[config.mk]
export PLATFORM = sky130hd
export DESIGN_NAME = dll_walk
export DESIGN_NICKNAME = d
export VERILOG_FILES = /design/src/hdl/dll_pkg.sv /design/src/hdl/dll_walk.sv
export SDC_FILE = /design/constraint.sdc
export NUM_CORES = 1
export LEC_CHECK = 0
export ABC_AREA = 1
export BUFFER_PORTS_ARGS = -buffer_cell sky130_fd_sc_hd__buf_2
export CORE_MARGIN = 2
export CORE_UTILIZATION = 43
export DETAILED_ROUTE_END_ITERATION = 8
export PLACE_DENSITY = 0.75
export SLEW_MARGIN = 20
export SYNTH_ARGS = -nofsm -noshare
export SYNTH_HDL_FRONTEND = slang
export SYNTH_SLANG_ARGS = --single-unit
[constraint.sdc]
create_clock -name clk -period 1.5 [get_ports clk]
set_input_delay 0.15 -clock clk [delete_from_list [all_inputs] [get_ports clk]]
set_output_delay 0.15 -clock clk [all_outputs]
set_load 0.02 [all_outputs]
[src/hdl/dll_pkg.sv]
`timescale 1ns / 1ps

package dll_pkg;

    // Operation codes carried in the request
    typedef enum logic [2:0] {
        OP_PUSH_FRONT = 3'd0,
        OP_PUSH_BACK  = 3'd1,
        OP_POP_FRONT  = 3'd2,
        OP_POP_BACK   = 3'd3,
        OP_GET        = 3'd4,
        OP_INSERT     = 3'd5,
        OP_ERASE      = 3'd6
    } op_t;

    // Result status codes
    typedef enum logic [1:0] {
        STATUS_OK   = 2'd0,
        STATUS_MISS = 2'd1,
        STATUS_FULL = 2'd2
    } status_t;

    // Request transfer
    typedef struct packed {
        logic [2:0]  operation;
        logic [8:0]  position;
        logic [63:0] payload;
    } req_t;

    // Response transfer
    typedef struct packed {
        status_t     status;
        logic [7:0]  node_slot;
        logic [63:0] node_value;
    } rsp_t;

    // Walker status towards the sequencer
    typedef struct packed {
        logic done;
        logic at_end;
    } walk_stat_t;

    // Sequencer states
    typedef enum logic [3:0] {
        ST_IDLE,
        ST_ALLOC,
        ST_FRONT,
        ST_FRONT2,
        ST_BACK,
        ST_BACK2,
        ST_WALK,
        ST_INS_CHK,
        ST_INS_W2,
        ST_GET_RD,
        ST_UNLINK_RD,
        ST_UNLINK_W,
        ST_RESP
    } state_t;

endpackage

[src/hdl/dll_walk.sv]
`timescale 1ns / 1ps

module dll_walk #(
    parameter int POOL_SLOTS = 256
) (
    input  logic                             clk,
    input  logic                             rst_n,
    input  logic                             active,
    input  logic [8:0]                       pos,
    input  logic [$clog2(POOL_SLOTS+1)-1:0]  head,
    input  logic [$clog2(POOL_SLOTS+1)-1:0]  link_rdata,
    output logic [$clog2(POOL_SLOTS+1)-1:0]  p,
    output dll_pkg::walk_stat_t              stat
);

    localparam int LW = $clog2(POOL_SLOTS + 1);
    localparam logic [LW-1:0] NIL = LW'(POOL_SLOTS);

    logic       first_reg;
    logic       first_next;
    logic [8:0] cnt_reg;
    logic [8:0] cnt_next;

    // Current node: head on the first step, then the link just read
    assign p           = first_reg ? head : link_rdata;
    assign stat.at_end = (p == NIL);
    assign stat.done   = stat.at_end || (cnt_reg == pos);

    // Advance one link per cycle until the index or the end is reached
    always_comb
    begin
        first_next = first_reg;
        cnt_next   = cnt_reg;
        if (!active)
        begin
            first_next = 1'b1;
            cnt_next   = '0;
        end
        else if (!stat.done)
        begin
            first_next = 1'b0;
            cnt_next   = cnt_reg + 9'd1;
        end
    end

    always_ff @(posedge clk or negedge rst_n)
    begin
        if (!rst_n)
        begin
            first_reg <= 1'b1;
            cnt_reg   <= '0;
        end
        else
        begin
            first_reg <= first_next;
            cnt_reg   <= cnt_next;
        end
    end

endmodule

==> results.py <==
metrics = {
    "outcome": {
        "status": "finished, violations left",
        "failed_checks": "negative setup slack",
    },
    "setup_path": {
        "timing.critical_path.cells": "buf_6, nand2_2, nand2_2, nand2_2, nor2_4, nand3_4, nand2_4, buf_6",
        "worst_path_max_delay_cell": "sky130_fd_sc_hd__dfstp_2",
        "cpPeakStageDelay_ps": 640,
        "crit_arrival_ps": 1720,
        "critical_path_start_type": "register",
        "worst_r2r_path_depth": 12,
        "critPathMostFrequentCell": "sky130_fd_sc_hd__nand2_2",
        "critPathMaxFanout": 6,
        "path_class": "reg -> out",
        "worst-endpoint-required_ps": 1350,
        "worstSetupEndpointType": "output port",
    },
    "logic_synthesis": {
        "synth.distinct_cells": 22,
        "ys_ff_latch": 10,
        "postSynthNetCount": 193,
        "yosys_warnings": 0,
        "seq_area_frac_synth": 0.252,
        "syn-instance-count": 162,
        "synthesis.area_um2": 998,
        "syn-mean-instance-area_um2": 6.16,
    },
    "die": {
        "placement_rows": 17,
        "area_enclosed_by_the_die_boundary_um2": 2720,
        "core_um2": 2210,
        "top_level_pins": 41,
        "dieWidth_um": 52.2,
        "floorplan.die.height_um": 52.2,
        "effective_utilization_at_floorplan": 0.451,
    },
    "cts": {
        "clk_lat_worst_skew_ps": 270,
        "cts_buf_count": 3,
        "ctsRootBufferMaster": "sky130_fd_sc_hd__clkbuf_4",
        "clkTransAtPathRegs_ps": 80,
        "clock_sinks": 10,
        "h-tree-depth": 1,
        "clk_path_buf_depth": 2,
        "cts_tree": "built",
    },
    "final_layout": {
        "final_util": 0.739,
        "final_cell_count_no_fill": 254,
        "n_fill_cell": 179,
        "areaGrowthSynthToFinish_pct": 63.8,
        "design.final.nets": 258,
        "number_of_flip_flops_in_the_largest_register": 9,
        "layout.cell_area.non_filler_um2": 1640,
        "share_of_final_layout_standard_cells_stronger_than_drive_strength_1": 0.482,
        "diodes": 0,
    },
    "routing": {
        "post_drt_wl_per_cell_um": 12.2,
        "vias_per_cell": 4.75,
        "detail-route-antenna-nets": 0,
        "detailedRoute.firstIterationViolations": 19,
        "detailedRoute.firstPassIterationCount": 4,
        "route.final.wire_length_mm": 3.09,
        "remaining_drc_errors": 0,
        "num_vias": 1206,
    },
    "place": {
        "placer_congestion": 0.826,
        "dp_worst_setup_slack_ps": -214,
        "buffers_added_on_ports": 40,
        "dp.cells": 240,
        "detailedPlacementHpwl_mm": 2.00,
        "instance_area_after_placement_um2": 1310,
    },
    "power_and_ir_drop": {
        "static-leakage-power_nw": 0.970,
        "p_total_mw": 0.836,
        "power_density_nw_per_um2": 511,
        "vdd_ir_drop_max_mv": 0.443,
    },
    "timing": {
        "final.min_clock_period_ps": 1870,
        "final_critical_path_share_of_the_clock_period": 1.24,
        "timing.final.max_slew_violations": 0,
        "tightest_slew_ps": 380,
        "normalized_max_slew_margin": 0.747,
        "report.final.hold_viol_count": 0,
        "setup_viol": 20,
        "rsz_0062_raised_after_global_routing": "yes",
        "setup_tns_ps": -3810,
        "maxClockFrequency_mhz": 536,
        "worst_slack_on_hold_paths_ps": 260,
        "clock-skew-final_ps": 2.35,
        "timing.final.ws_setup_ps": -367,
    },
    "job": {
        "cap_viol_max_count": 0,
    },
    "grt": {
        "grt_max_degree": 20,
        "grt_overflow_total": 0,
        "grt_first_pass_wirelength_mm": 4.51,
        "number_of_global_route_vias_before_repair": 1064,
        "grt.total_usage": 0.220,
        "initial_antenna_violation_count": 0,
    },
    "hold_path": {
        "worstHoldPathCells": 2,
        "worst_hold_path_type": "in -> reg",
    },
}
[cells in the mapped netlist (all sizes together)]
cell     n  share of area
xnor2    4          0.035
xor2     6          0.053
inv     33           0.12
dfrtp    9           0.23
nand4   10          0.063
ha       1          0.013
nor2     9          0.041
o21bai   1         0.0075
nand2   69           0.27
buf      6          0.053
nand3   13          0.088
dfstp    1          0.026
[cells by family (layout without fill, tap and decap cells)]
kind of cell / count (synthesis) / count (layout) / synth area share
adder cells (fa/ha/maj): 1 / 1 / 0.0125
AND/OR/NAND/NOR: 101 / 101 / 0.464
flip-flops: 10 / 10 / 0.252
buffers and inverters: 39 / 103 / 0.177
AO/OA/AOI/OAI: 1 / 1 / 0.00752
XOR/XNOR: 10 / 10 / 0.0877
[layer usage]
| metal | track usage | vias to the layer above | wire, um |
|---|---|---|---|
| met3 | 0.0229 | 6 | 113 |
| met5 | 0 | - | 0 |
| met1 | 0.286 | 555 | 1270 |
| met2 | 0.386 | 32 | 1670 |
| met4 | 0.0641 | 0 | 41 |
| li1 | - | 613 | - |
[power by group]
part | internal (mW) | total [mW] | switching [mW]
clock | 0.148 | 0.255 | 0.108
sequential | 0.279 | 0.294 | 0.0155
combinational | 0.136 | 0.287 | 0.151
total | 0.562 | 0.836 | 0.274
[timing repair]
action | in CTS | in global routing
setup endpoints to repair | 17 | 20
resized for setup | 15 | 54
hold buffers | 1 | 0
pin swaps | 3 | 25
endpoints found under the hold margin | 10 | 0
buffers inserted | 8 | 2
[cell usage in the layout, fill, tap and decap left out, drive strengths merged]
cell,n
buf,65
nand3,13
inv,33
dlygate4sd3,1
o21bai,1
nand2,69
nand4,10
nor2,9
dfrtp,9
dfstp,1
xnor2,4
clkbuf,4
xor2,6
ha,1
[final cells by class]
class	count	area, um^2	share of cell area
Tap cell	28	35.0	0.0214
Multi-Input combinational cell	113	681	0.416
Inverter	33	126	0.0773
Clock buffer	4	36.3	0.0222
Sequential cell	10	251	0.154
Timing Repair Buffer	66	505	0.309
[final timing paths]
path	startpoint	to	slack (ps)
min in group asynchronous	rst_n	cnt_reg[7]$_DFFE_PN0P_	270
hold reg to reg	cnt_reg[8]$_DFFE_PN0P_	cnt_reg[8]$_DFFE_PN0P_	570
setup reg to reg	first_reg$_DFFE_PN1P_	cnt_reg[8]$_DFFE_PN0P_	-260
max in group asynchronous	rst_n	first_reg$_DFFE_PN1P_	970
setup / recovery	first_reg$_DFFE_PN1P_	stat[1]	-370
hold / removal	active	first_reg$_DFFE_PN1P_	260
[critical path, delay by kind of cell (launching register included)]
kind | cells | cell delay [ps]
and+or+nand+nor | 6 | 550
DFF | 1 | 640
buffers and inverters | 2 | 250
Power figures use the tool's default switching activity.
